--- src/sv/ule_pkg.sv ---
// shared types, constants and character mapping for the uuencode line encoder
package ule_pkg;

    // configuration width and reset value of the line length register
    localparam int unsigned CFG_W          = 6;
    localparam logic [5:0]  LINE_BYTES_RST = 6'd45;

    // character codes
    localparam logic [6:0] CH_ZERO = 7'd96;
    localparam logic [6:0] CH_BIAS = 7'd32;
    localparam logic [6:0] CH_NL   = 7'd10;

    // back-end sequencer states
    typedef enum logic [2:0] {
        S_IDLE,
        S_LEN,
        S_RD,
        S_CH,
        S_NL
    } t_state;

    // one closed line handed from the front to the back
    typedef struct packed {
        logic       vld;
        logic [5:0] cnt;
    } t_line_desc;

    // six bits to one printable character, zero maps to backtick
    function automatic logic [6:0] enc6(input logic [5:0] v);
        logic [6:0] c;
        if (v == 6'd0) begin
            c = CH_ZERO;
        end else begin
            c = {1'b0, v} + CH_BIAS;
        end
        return c;
    endfunction

endpackage

--- src/sv/uuencode_line_encoder.sv ---
// top level of the uuencode line encoder
//
//  channel   dir  handshake                    payload
//  s_axis    in   s_axis_tvalid/s_axis_tready  tdata = data_byte, tlast = end_of_chunk
//  m_axis    out  m_axis_tvalid/m_axis_tready  tdata = out_char, tlast = last_of_line
//  cfg       in   i_cfg_we                     i_cfg_wdata = max_line_bytes
//
// the front takes one byte per cycle while the line queue is not full; a line of n
// bytes is then sent by the back sequencer, which pauses while the output stalls:
// it picks up the line in idle, sends the length char, and per group reads three
// bytes through the registered buffer port and sends its four characters.
// two buffer banks let the front fill the next line while the back sends one;
// s_axis_tready drops only while two closed lines are held, the one being sent
// and the next.
// reset is synchronous; the buffer needs no clearing pass.
module uuencode_line_encoder
    import ule_pkg::*;
#(
    parameter int unsigned MAX_LINE = 45
) (
    input  logic       i_clk,
    input  logic       i_rst_n,
    input  logic       i_cfg_we,
    input  logic [5:0] i_cfg_wdata,
    input  logic       s_axis_tvalid,
    output logic       s_axis_tready,
    input  logic [7:0] s_axis_tdata,   // [7:0] data_byte
    input  logic       s_axis_tlast,
    output logic       m_axis_tvalid,
    input  logic       m_axis_tready,
    output logic [7:0] m_axis_tdata,   // [6:0] out_char, [7] zero
    output logic       m_axis_tlast
);

    localparam int unsigned IW = $clog2(MAX_LINE);
    localparam int unsigned AW = $clog2(2 * MAX_LINE);

    t_line_desc    push;
    t_line_desc    head;
    logic          q_full;
    logic          pop;
    logic          wr_en;
    logic [AW-1:0] wr_addr;
    logic [7:0]    wr_data;
    logic [6:0]    out_char;

    // byte intake and line closing
    ule_front #(
        .MAX_LINE (MAX_LINE),
        .IW       (IW),
        .AW       (AW)
    ) u_front (
        .i_clk       (i_clk),
        .i_rst_n     (i_rst_n),
        .i_cfg_we    (i_cfg_we),
        .i_cfg_wdata (i_cfg_wdata),
        .i_valid     (s_axis_tvalid),
        .o_ready     (s_axis_tready),
        .i_data      (s_axis_tdata),
        .i_eoc       (s_axis_tlast),
        .i_q_full    (q_full),
        .o_push      (push),
        .o_wr_en     (wr_en),
        .o_wr_addr   (wr_addr),
        .o_wr_data   (wr_data)
    );

    // closed lines waiting for the back
    ule_queue u_queue (
        .i_clk   (i_clk),
        .i_rst_n (i_rst_n),
        .i_push  (push),
        .i_pop   (pop),
        .o_head  (head),
        .o_full  (q_full)
    );

    // encoding and output
    ule_back #(
        .MAX_LINE (MAX_LINE),
        .IW       (IW),
        .AW       (AW)
    ) u_back (
        .i_clk     (i_clk),
        .i_rst_n   (i_rst_n),
        .i_wr_en   (wr_en),
        .i_wr_addr (wr_addr),
        .i_wr_data (wr_data),
        .i_head    (head),
        .o_pop     (pop),
        .o_valid   (m_axis_tvalid),
        .i_ready   (m_axis_tready),
        .o_char    (out_char),
        .o_last    (m_axis_tlast)
    );

    assign m_axis_tdata = {1'b0, out_char};

endmodule

--- src/sv/ule_front.sv ---
// front end: takes bytes, fills the line buffer and closes lines
module ule_front
    import ule_pkg::*;
#(
    parameter int unsigned MAX_LINE = 45,
    parameter int unsigned IW       = $clog2(MAX_LINE),
    parameter int unsigned AW       = $clog2(2 * MAX_LINE)
) (
    input  logic          i_clk,
    input  logic          i_rst_n,
    input  logic          i_cfg_we,
    input  logic [5:0]    i_cfg_wdata,
    input  logic          i_valid,
    output logic          o_ready,
    input  logic [7:0]    i_data,
    input  logic          i_eoc,
    input  logic          i_q_full,
    output t_line_desc    o_push,
    output logic          o_wr_en,
    output logic [AW-1:0] o_wr_addr,
    output logic [7:0]    o_wr_data
);

    logic [5:0] r_max_line;
    logic [5:0] r_cnt;
    logic [5:0] n_cnt;
    logic       r_bank;
    logic       n_bank;
    logic [5:0] lim;
    logic [5:0] cnt_inc;
    logic       room;
    logic       accept;
    logic       close;

    // clamp the configured length into 1..MAX_LINE
    always_comb begin
        if (r_max_line == 6'd0) begin
            lim = 6'd1;
        end else if (r_max_line > 6'(MAX_LINE)) begin
            lim = 6'(MAX_LINE);
        end else begin
            lim = r_max_line;
        end
    end

    assign o_ready = !i_q_full;
    assign accept  = i_valid && !i_q_full;
    assign room    = r_cnt < 6'(MAX_LINE);
    assign cnt_inc = room ? r_cnt + 6'd1 : r_cnt;
    assign close   = (cnt_inc >= lim) || i_eoc;

    // buffer write, bank chosen by the side being filled
    assign o_wr_en   = accept && room;
    assign o_wr_addr = (r_bank ? AW'(MAX_LINE) : AW'(0)) + AW'(r_cnt[IW-1:0]);
    assign o_wr_data = i_data;

    // line close hands the count to the queue
    always_comb begin
        o_push.vld = accept && close;
        o_push.cnt = cnt_inc;
        n_cnt      = r_cnt;
        n_bank     = r_bank;
        if (accept) begin
            if (close) begin
                n_cnt  = 6'd0;
                n_bank = !r_bank;
            end else begin
                n_cnt = cnt_inc;
            end
        end
    end

    // control and config registers
    always_ff @(posedge i_clk) begin
        if (!i_rst_n) begin
            r_max_line <= LINE_BYTES_RST;
            r_cnt      <= 6'd0;
            r_bank     <= 1'b0;
        end else begin
            if (i_cfg_we) begin
                r_max_line <= i_cfg_wdata;
            end
            r_cnt  <= n_cnt;
            r_bank <= n_bank;
        end
    end

endmodule

--- src/sv/ule_queue.sv ---
// two-entry queue of closed line counts between front and back
module ule_queue
    import ule_pkg::*;
(
    input  logic       i_clk,
    input  logic       i_rst_n,
    input  t_line_desc i_push,
    input  logic       i_pop,
    output t_line_desc o_head,
    output logic       o_full
);

    logic [5:0] r_slot [2];
    logic       r_wp;
    logic       r_rp;
    logic [1:0] r_cnt;
    logic       do_pop;

    assign do_pop     = i_pop && (r_cnt != 2'd0);
    assign o_full     = r_cnt == 2'd2;
    assign o_head.vld = r_cnt != 2'd0;
    assign o_head.cnt = r_slot[r_rp];

    // payload slots
    always_ff @(posedge i_clk) begin
        if (i_push.vld) begin
            r_slot[r_wp] <= i_push.cnt;
        end
    end

    // pointers and fill level
    always_ff @(posedge i_clk) begin
        if (!i_rst_n) begin
            r_wp  <= 1'b0;
            r_rp  <= 1'b0;
            r_cnt <= 2'd0;
        end else begin
            if (i_push.vld) begin
                r_wp <= !r_wp;
            end
            if (do_pop) begin
                r_rp <= !r_rp;
            end
            if (i_push.vld && !do_pop) begin
                r_cnt <= r_cnt + 2'd1;
            end else if (!i_push.vld && do_pop) begin
                r_cnt <= r_cnt - 2'd1;
            end
        end
    end

    a_no_overflow: assert property (@(posedge i_clk) disable iff (!i_rst_n)
        i_push.vld |-> (r_cnt != 2'd2 || do_pop))
        else $error("line queue push while full");

    a_level_bound: assert property (@(posedge i_clk) disable iff (!i_rst_n)
        r_cnt != 2'd3)
        else $error("line queue level out of range");

endmodule

--- src/sv/ule_back.sv ---
// back end: line buffer memory and the character sequencer
module ule_back
    import ule_pkg::*;
#(
    parameter int unsigned MAX_LINE = 45,
    parameter int unsigned IW       = $clog2(MAX_LINE),
    parameter int unsigned AW       = $clog2(2 * MAX_LINE)
) (
    input  logic          i_clk,
    input  logic          i_rst_n,
    input  logic          i_wr_en,
    input  logic [AW-1:0] i_wr_addr,
    input  logic [7:0]    i_wr_data,
    input  t_line_desc    i_head,
    output logic          o_pop,
    output logic          o_valid,
    input  logic          i_ready,
    output logic [6:0]    o_char,
    output logic          o_last
);

    logic [7:0]    mem [2 * MAX_LINE];
    logic [7:0]    r_rd_data;
    logic          r_rd_ok;

    t_state        r_state;
    t_state        n_state;
    logic [5:0]    r_n;
    logic [5:0]    n_n;
    logic [5:0]    r_m;
    logic [5:0]    n_m;
    logic [1:0]    r_j;
    logic [1:0]    n_j;
    logic [1:0]    r_k;
    logic [1:0]    n_k;
    logic          r_bank;
    logic          n_bank;
    logic [7:0]    r_b [3];
    logic [7:0]    n_b [3];
    logic          r_ovalid;
    logic [6:0]    r_ochar;
    logic          r_olast;

    logic          slot_free;
    logic          load;
    logic [6:0]    load_char;
    logic          load_last;
    logic          rd_en;
    logic [6:0]    rd_pos;
    logic [AW-1:0] rd_addr;
    logic [5:0]    six;

    // line buffer, two banks, registered read
    always_ff @(posedge i_clk) begin
        if (i_wr_en) begin
            mem[i_wr_addr] <= i_wr_data;
        end
        if (rd_en) begin
            r_rd_data <= mem[rd_addr];
        end
    end

    assign slot_free = !r_ovalid || i_ready;
    assign rd_pos    = 7'(r_m) + 7'(r_j);
    assign rd_addr   = (r_bank ? AW'(MAX_LINE) : AW'(0)) + AW'(rd_pos[IW-1:0]);

    // pick the six bits of the current group character
    always_comb begin
        case (r_k)
            2'd0:    six = r_b[0][7:2];
            2'd1:    six = {r_b[0][1:0], r_b[1][7:4]};
            2'd2:    six = {r_b[1][3:0], r_b[2][7:6]};
            default: six = r_b[2][5:0];
        endcase
    end

    // sequencer: length char, groups of four, newline
    always_comb begin
        n_state   = r_state;
        n_n       = r_n;
        n_m       = r_m;
        n_j       = r_j;
        n_k       = r_k;
        n_bank    = r_bank;
        n_b       = r_b;
        load      = 1'b0;
        load_char = CH_NL;
        load_last = 1'b0;
        rd_en     = 1'b0;
        o_pop     = 1'b0;
        unique case (r_state)
            S_IDLE: begin
                if (i_head.vld) begin
                    n_n     = i_head.cnt;
                    n_m     = 6'd0;
                    n_state = S_LEN;
                end
            end
            S_LEN: begin
                if (slot_free) begin
                    load      = 1'b1;
                    load_char = enc6(r_n);
                    n_j       = 2'd0;
                    n_state   = S_RD;
                end
            end
            S_RD: begin
                if (r_j != 2'd3) begin
                    rd_en = rd_pos < 7'(r_n);
                end
                if (r_j != 2'd0) begin
                    n_b[r_j - 2'd1] = r_rd_ok ? r_rd_data : 8'd0;
                end
                n_j = r_j + 2'd1;
                if (r_j == 2'd3) begin
                    n_k     = 2'd0;
                    n_state = S_CH;
                end
            end
            S_CH: begin
                if (slot_free) begin
                    load      = 1'b1;
                    load_char = enc6(six);
                    n_k       = r_k + 2'd1;
                    if (r_k == 2'd3) begin
                        if (7'(r_m) + 7'd3 >= 7'(r_n)) begin
                            n_state = S_NL;
                        end else begin
                            n_m     = r_m + 6'd3;
                            n_j     = 2'd0;
                            n_state = S_RD;
                        end
                    end
                end
            end
            S_NL: begin
                if (slot_free) begin
                    load      = 1'b1;
                    load_char = CH_NL;
                    load_last = 1'b1;
                    o_pop     = 1'b1;
                    n_bank    = !r_bank;
                    n_state   = S_IDLE;
                end
            end
            default: n_state = S_IDLE;
        endcase
    end

    // state and control registers
    always_ff @(posedge i_clk) begin
        if (!i_rst_n) begin
            r_state  <= S_IDLE;
            r_bank   <= 1'b0;
            r_rd_ok  <= 1'b0;
            r_ovalid <= 1'b0;
            r_j      <= 2'd0;
            r_k      <= 2'd0;
        end else begin
            r_state <= n_state;
            r_bank  <= n_bank;
            r_rd_ok <= rd_en;
            r_j     <= n_j;
            r_k     <= n_k;
            if (load) begin
                r_ovalid <= 1'b1;
            end else if (i_ready) begin
                r_ovalid <= 1'b0;
            end
        end
    end

    // line and group payload
    always_ff @(posedge i_clk) begin
        r_n <= n_n;
        r_m <= n_m;
        r_b <= n_b;
        if (load) begin
            r_ochar <= load_char;
            r_olast <= load_last;
        end
    end

    assign o_valid = r_ovalid;
    assign o_char  = r_ochar;
    assign o_last  = r_olast;

    a_idle_waits: assert property (@(posedge i_clk) disable iff (!i_rst_n)
        (r_state == S_IDLE && !i_head.vld) |=> r_state == S_IDLE)
        else $error("sequencer left idle with no line queued");

    a_group_in_line: assert property (@(posedge i_clk) disable iff (!i_rst_n)
        (r_state == S_RD || r_state == S_CH) |-> r_m < r_n)
        else $error("group start past end of line");

    a_pop_on_newline: assert property (@(posedge i_clk) disable iff (!i_rst_n)
        o_pop |=> (r_ovalid && r_olast && r_ochar == CH_NL))
        else $error("line released without its newline");

endmodule
--- config.mk ---
export PLATFORM = sky130hd
export DESIGN_NAME = uuencode_line_encoder
export DESIGN_NICKNAME = d
export VERILOG_FILES = /design/src/sv/ule_pkg.sv /design/src/sv/uuencode_line_encoder.sv /design/src/sv/ule_front.sv /design/src/sv/ule_queue.sv /design/src/sv/ule_back.sv
export SDC_FILE = /design/constraint.sdc
export NUM_CORES = 1
export LEC_CHECK = 0
export BUFFER_PORTS_ARGS = -buffer_cell sky130_fd_sc_hd__buf_4
export CORE_UTILIZATION = 29
export DETAILED_ROUTE_END_ITERATION = 12
export GPL_ROUTABILITY_DRIVEN = 0
export PLACE_DENSITY = 0.55
export SLEW_MARGIN = 20
export SYNTH_ARGS = -nofsm -noshare
export SYNTH_HDL_FRONTEND = slang
export SYNTH_SLANG_ARGS = --single-unit
--- constraint.sdc ---
create_clock -name i_clk -period 3.9 [get_ports i_clk]
set_input_delay 0 -clock i_clk [delete_from_list [all_inputs] [get_ports i_clk]]
set_output_delay 0 -clock i_clk [all_outputs]
set_load 0.005 [all_outputs]
==> metrics, run 1 <==
syn nets=1686; height of the die=337.5 µm; Routed wire per std cell=22.39 µm; die area=113900 µm²; 1st-iter DRT viols=1392; clock-pin slew on the worst setup and hold paths=70 ps; maximum number of pins on one net before global-route repair=91; area grow syn2layout=19.57%; max cap viols=0; first-pass GRT wire length=113.2 mm; routed vias=16170; register area share after synthesis=73.79%; final core utilization=35.12%; Hold WS=-1.492 ps; ys async rst share=0%; Nets=1908; Worst EP required=4280 ps; area of placed instances=35760 µm²; clock sink count=811; ys flop type=edfxtp_1; outcome=finished with violations; crit end category=register; FP Rows=122; Post-CTS Setup Repair Bufs=0; clk buf depth=3; FILL cells=10370; worst-skew pair later-pin latency=690 ps; CTS root buf=clkbuf_16; Least-Margin Pin Slew=1084 ps; Hold Crit Class=input pin to register; GRT overflow=0; gr usage total=13.58%; Final Cycle Share=96.21%; Ys Warns=0; Remaining DRCs=0; clk_skew=90.85 ps; Slew HR=27.74%; Starting Density=29.37%; Core Region=111100 µm²; Max Clk Rate=266.5 MHz; P_leak=12.71 nW; layout cells sized above 1=28.79%; Worst IR Drop VDD=0.3324 mV; Num CTS Buffers=85; PD cells=565.0 nW/µm²; crit path DAT=4130 ps; Die W=337.5 µm; peak fanout along the critical path=35; Syn Area/Cell=20.11 µm²; final wirelength=76.24 mm; number of synthesized flops with an enable pin=784; antenna cells=0; count of cell types in the netlist=54; vias in the first global route=16760; failing checks=hold timing; HPWL after detailed placement=47.53 mm; Final Hold Vio Count=2; fin. max-slew vios=0; Crit Path Class=register to register; type of origin of the critical path=register; CTS tree=yes; vias per cell=4.749; # setup viols final=0; post-synthesis cell area=32640 µm²; Port Buffers=29; #FFs+latches synth=811; Place WS=90.14 ps; Ports=31; htree depth=3; worst setup margin=147.6 ps; Antenna Nets Post-Route=0; post-route cell area=39020 µm²; Syn Inst Count=1623; initial antenna violation count=0; Pwr Total=22.05 mW; Initial DRT Pass Iterations=5; post-route minimum period=3752 ps
-- final cells by class --
| type | count | area [µm²] | share of cell area [%] |
|---|---|---|---|
| flip-flops and latches | 811 | 24080 | 61.71 |
| multi-input cells | 714 | 8149 | 20.88 |
| clock buffers | 93 | 2157 | 5.528 |
| well taps | 1488 | 1862 | 4.771 |
| repair buffers | 211 | 1815 | 4.652 |
| clock inverters | 66 | 874.6 | 2.241 |
| inverters | 22 | 82.58 | 0.2116 |
-- power by group --
group | internal, mW | switching, mW | total [mW] | leakage (nW)
clock | 5.06 | 3.53 | 8.59 | 1.44
sequential | 9.69 | 0.0868 | 9.77 | 7.31
combinational | 1.77 | 1.91 | 3.68 | 3.96
total | 16.5 | 5.53 | 22.0 | 12.7
-- timing repair --
action                     CTS  global route
gates resized for setup      0             5
hold buffers                21             0
hold endpoints to repair    71             0
setup endpoints to repair    0             3
-- layout by cell type, fill, tap and decap left out, types with 12 or more instances in the layout --
master	instances
a211oi_1	19
mux4_2	212
nor2b_1	19
ha_1	40
a21oi_1	33
nand3_1	12
clkinv_2	13
and2_1	17
inv_1	21
mux2i_1	28
dfxtp_1	27
bufinv_16	15
clkinv_1	24
buf_12	14
a21o_1	12
dlygate4sd3_1	21
nand2_1	58
nor2_1	128
o21ai_0	18
buf_4	175
clkbuf_16	85
edfxtp_1	784
-- stage by stage --
step                      TNS, ps  cells  hold WS (ps)
after floorplan                 0   1623         61.94
after global placement          0   3225         222.1
after global routing       -15.22   3405         52.33
final                           0   3405        -1.492
after detailed placement        0   3225         225.8
after CTS                       0   3405         8.058
-- kinds of logic after synthesis --
group / after synthesis / share of synthesized area [%]
and+or+nand+nor: 264 / 3.573
AOI/OAI and AO/OA: 128 / 2.745
adders and majority gates: 43 / 1.672
xor gates and xnor gates: 27 / 0.8166
DFF: 811 / 73.79
other: 1 / 0.01149
muxes: 251 / 15.96
buffers and inverters: 98 / 1.430
-- worst paths after layout --
check / slack, ps / from / cells past startpoint / end
hold reg to reg: 500 / u_queue.r_wp / 2 / u_queue.r_wp
setup reg to reg: 150 / u_back.r_m[0] / 9 / u_back.r_rd_data[3]
setup / recovery: 150 / u_back.r_m[0] / 9 / u_back.r_rd_data[3]
hold / removal: -1 / s_axis_tdata[1] / 1 / u_back.mem[51][1]
-- synthesized netlist by cell type (all sizes together), types with 2 or more instances --
master / instances / share of area (%)
a222oi: 6 / 0.18
nand4: 3 / 0.058
a211o: 3 / 0.081
nand2b: 6 / 0.12
or3: 4 / 0.077
a311oi: 9 / 0.24
nand2: 58 / 0.67
a221oi: 6 / 0.16
a211oi: 19 / 0.44
o21bai: 3 / 0.069
clkbuf: 40 / 0.46
a21o: 12 / 0.28
dfxtp: 27 / 1.7
xor2: 11 / 0.34
o211ai: 2 / 0.046
o21ai: 21 / 0.32
a31oi: 3 / 0.10
and3: 5 / 0.096
buf: 36 / 0.72
inv: 21 / 0.24
nor3: 8 / 0.12
and2: 17 / 0.33
xnor2: 16 / 0.48
a21oi: 33 / 0.51
ha: 42 / 1.6
nor2b: 19 / 0.36
nor2: 128 / 1.5
mux2: 9 / 0.31
mux2i: 28 / 0.86
mux4: 214 / 15
nand3: 12 / 0.18
a32o: 5 / 0.15
edfxtp: 784 / 72
-- metal layers --
metal  track usage (%)  wire length, µm
met3             2.518             4187
met2             21.53            35910
met4             3.841             1703
met5                 0                0
met1             19.03            34440
-- worst max-delay path: stages, from the launching register on --
cell,delay [ps]
edfxtp_1,400
ha_1,220
fa_1,570
ha_4,380
buf_12,250
buf_4,250
mux4_2,310
mux4_2,520
mux2i_1,440
a221oi_1,140
-- flip-flops by register name, summed over array words and instances (netlist names), 2 cells and up --
register,count
u_back.mem,720
u_back.r_b,24
u_queue.r_slot,12
u_back.r_rd_data,8
u_back.o_char,7
u_back.r_m,6
u_back.r_n,6
u_front.r_cnt,6
u_front.r_max_line,6
u_back.r_state,3
u_back.r_j,2
u_back.r_k,2
u_queue.r_cnt,2
No activity file was read; power rests on OpenSTA's default activity.
==> inputs of run 2 (changes only) <==
--- a/config.mk
+++ b/config.mk
@@ -7,6 +7,7 @@
 export LEC_CHECK = 0
 export BUFFER_PORTS_ARGS = -buffer_cell sky130_fd_sc_hd__buf_4
 export CORE_UTILIZATION = 29
+export CTS_BUF_LIST = sky130_fd_sc_hd__clkbuf_4
 export DETAILED_ROUTE_END_ITERATION = 12
 export GPL_ROUTABILITY_DRIVEN = 0
 export PLACE_DENSITY = 0.55
==> run 2 against run 1 <==
Effect of this change:
- the run now ends clean
- final cell count rose by 6.6%
- setup slack got worse by 41 ps
- clock-buffer cell count rose by 200
- combinational power about the same
- critical endpoint is now u_back.r_rd_data[7]
- sequential share of layout area up 0.41 points
- maximum frequency shrank 1.1%
- utilization decreased by 0.23 points
- register-to-register slack got worse by 40 ps
- routed wire length up 1.5%
- design area down 0.66%
- first-iteration DRC count down 14%
- worst hold slack gained 160 ps
- largest cell class unchanged
==> metrics, run 2 (same netlist as run 1, synthesis figures left out) <==
Slew HR=27.60%; final wirelength=77.41 mm; FF-to-FF path depth=11; hold depth=2; initial antenna violation count=2; Port Buffers=29; max FFs per register=720; outcome=completed; Max Clk Rate=263.6 MHz; maximum number of pins on one net before global-route repair=91; Initial DRT Pass Iterations=7; fin. max-slew vios=0; area of placed instances=35760 µm²; Hold Crit Class=input pin to register; CTS root buf=clkbuf_4; most frequent cells in the layout=edfxtp_1 (784), clkbuf_4 (293), mux4_2 (212), buf_4 (175), nor2_1 (128); GRT overflow=0; Crit Path Class=register to register; area grow syn2layout=18.78%; clock sink count=811; clk buf depth=3; hold path startpoint=s_axis_tdata[1]; clock-pin slew on the worst setup and hold paths=70 ps; vias in the first global route=17910; routed vias=16910; RSZ-0062 raised after global routing=yes; Routed wire per std cell=21.33 µm; gr usage total=13.91%; P_leak=12.84 nW; first-pass GRT wire length=116.0 mm; most common cell after layout, fill and taps aside=edfxtp_1; max cap viols=0; Layout Cells excl Fill=3630; max incr delay on CP=510 ps; Final Cycle Share=97.27%; type of origin of the critical path=register; worst-skew pair later-pin latency=1060 ps; FP Rows=122; layout cells sized above 1=34.33%; Post-CTS Setup Repair Bufs=0; peak fanout along the critical path=14; worst reg-to-reg setup slack=110 ps; R2R Path Start=u_back.r_m[0]; WHS Endpoint=u_back.mem[48][1]; # placed instances=3225; vias per cell=4.658; crit end category=register; HPWL after detailed placement=47.53 mm; Least-Margin Pin Slew=1086 ps; Worst EP required=4670 ps; Worst IR Drop VDD=0.2230 mV; Remaining DRCs=0; Starting Density=29.37%; post-route cell area=38760 µm²; Nets=2048; largest register by flop count=u_back.mem; Final Hold Vio Count=0; CP Cell Sequence=ha_1 > fa_1 > xor2_1 > ha_1 > a31oi_4 > xor2_4 > buf_12 > buf_12 > mux4_2 > mux2i_1 > a221oi_1; PD cells=526.0 nW/µm²; post-route minimum period=3794 ps; Die W=337.5 µm; htree depth=4; crit path DAT=4560 ps; 1st-iter DRT viols=1199; height of the die=337.5 µm; reg2reg end=u_back.r_rd_data[7]; Antenna Nets Post-Route=0; Critical-path top delay cell=mux4_2; CTS tree=yes; Core Region=111100 µm²; Ports=31; die area=113900 µm²; clk_skew=78.08 ps; Num CTS Buffers=202; # setup viols final=0; Top Registers=u_back.mem (720), u_back.r_b (24), u_queue.r_slot (12); FILL cells=10530
## run 2: timing repair
action,in CTS,in global routing
hold buffers,44,0
resized for setup,0,3
endpoints found under the hold margin,781,0
setup endpoints to repair,0,4
## run 2: power by group
| group | internal, mW | switching, mW |
|---|---|---|
| clock | 3.52 | 3.40 |
| combinational | 1.79 | 1.92 |
| sequential | 9.68 | 0.0861 |
| total | 15.0 | 5.40 |
## run 2: worst max path at each step
stage                           startpoint                  end  slack [ps]  depth (start not counted)
after CTS                    u_back.r_m[0]  u_back.r_rd_data[4]         100                         11
after global routing      u_front.r_cnt[0]     u_queue.r_cnt[1]         -50                         16
final                        u_back.r_m[0]  u_back.r_rd_data[7]         110                         11
after global placement       u_back.r_m[0]  u_back.r_rd_data[0]         140                         11
after floorplan              u_back.r_m[0]  u_back.r_rd_data[5]         270                         12
after detailed placement     u_back.r_m[0]  u_back.r_rd_data[4]          90                         11
## run 2: through the flow
stage | setup WS (ps) | hold WS, ps | setup TNS [ps] | power [mW] | util, %
after CTS | 103.3 | 55.00 | 0 | 20.72 | 34.85
after detailed placement | 90.14 | 225.8 | 0 | 13.68 | 32.18
after global placement | 142.1 | 222.1 | 0 | 13.64 | 32.18
after floorplan | 275.0 | 61.94 | 0 | 12.32 | -
after global routing | -52.08 | 111.1 | -52.08 | 21.35 | 34.88
final | 106.3 | 161.4 | 0 | 20.39 | 34.88
## run 2: layer usage
| layer | vias to the layer above | global-route usage, % | wire length (µm) |
|---|---|---|---|
| li1 | 7523 | - | - |
| met1 | 8813 | 18.90 | 35170 |
| met2 | 471 | 21.94 | 36890 |
| met3 | 102 | 3.361 | 4095 |
| met4 | 0 | 4.400 | 1255 |
| met5 | - | 0 | 0 |
## run 2: worst max-delay path: cells and delay by family, from the launching register on
kind | cells | cell delay (ps)
adder cells (fa/ha/maj) | 3 | 960
multiplexers | 2 | 940
XOR/XNOR | 2 | 440
AO/OA/AOI/OAI | 2 | 410
flip-flops | 1 | 400
buffers and inverters | 2 | 380
## run 2: final cells by class
type | count | area [µm²] | area share [%]
repair buffers | 234 | 2063 | 5.322
inverters | 22 | 82.58 | 0.2130
flip-flops and latches | 811 | 24080 | 62.13
clock inverters | 58 | 315.3 | 0.8134
clock buffers | 293 | 2200 | 5.674
well taps | 1488 | 1862 | 4.803
multi-input cells | 714 | 8134 | 20.98
diodes | 10 | 25.02 | 0.06455
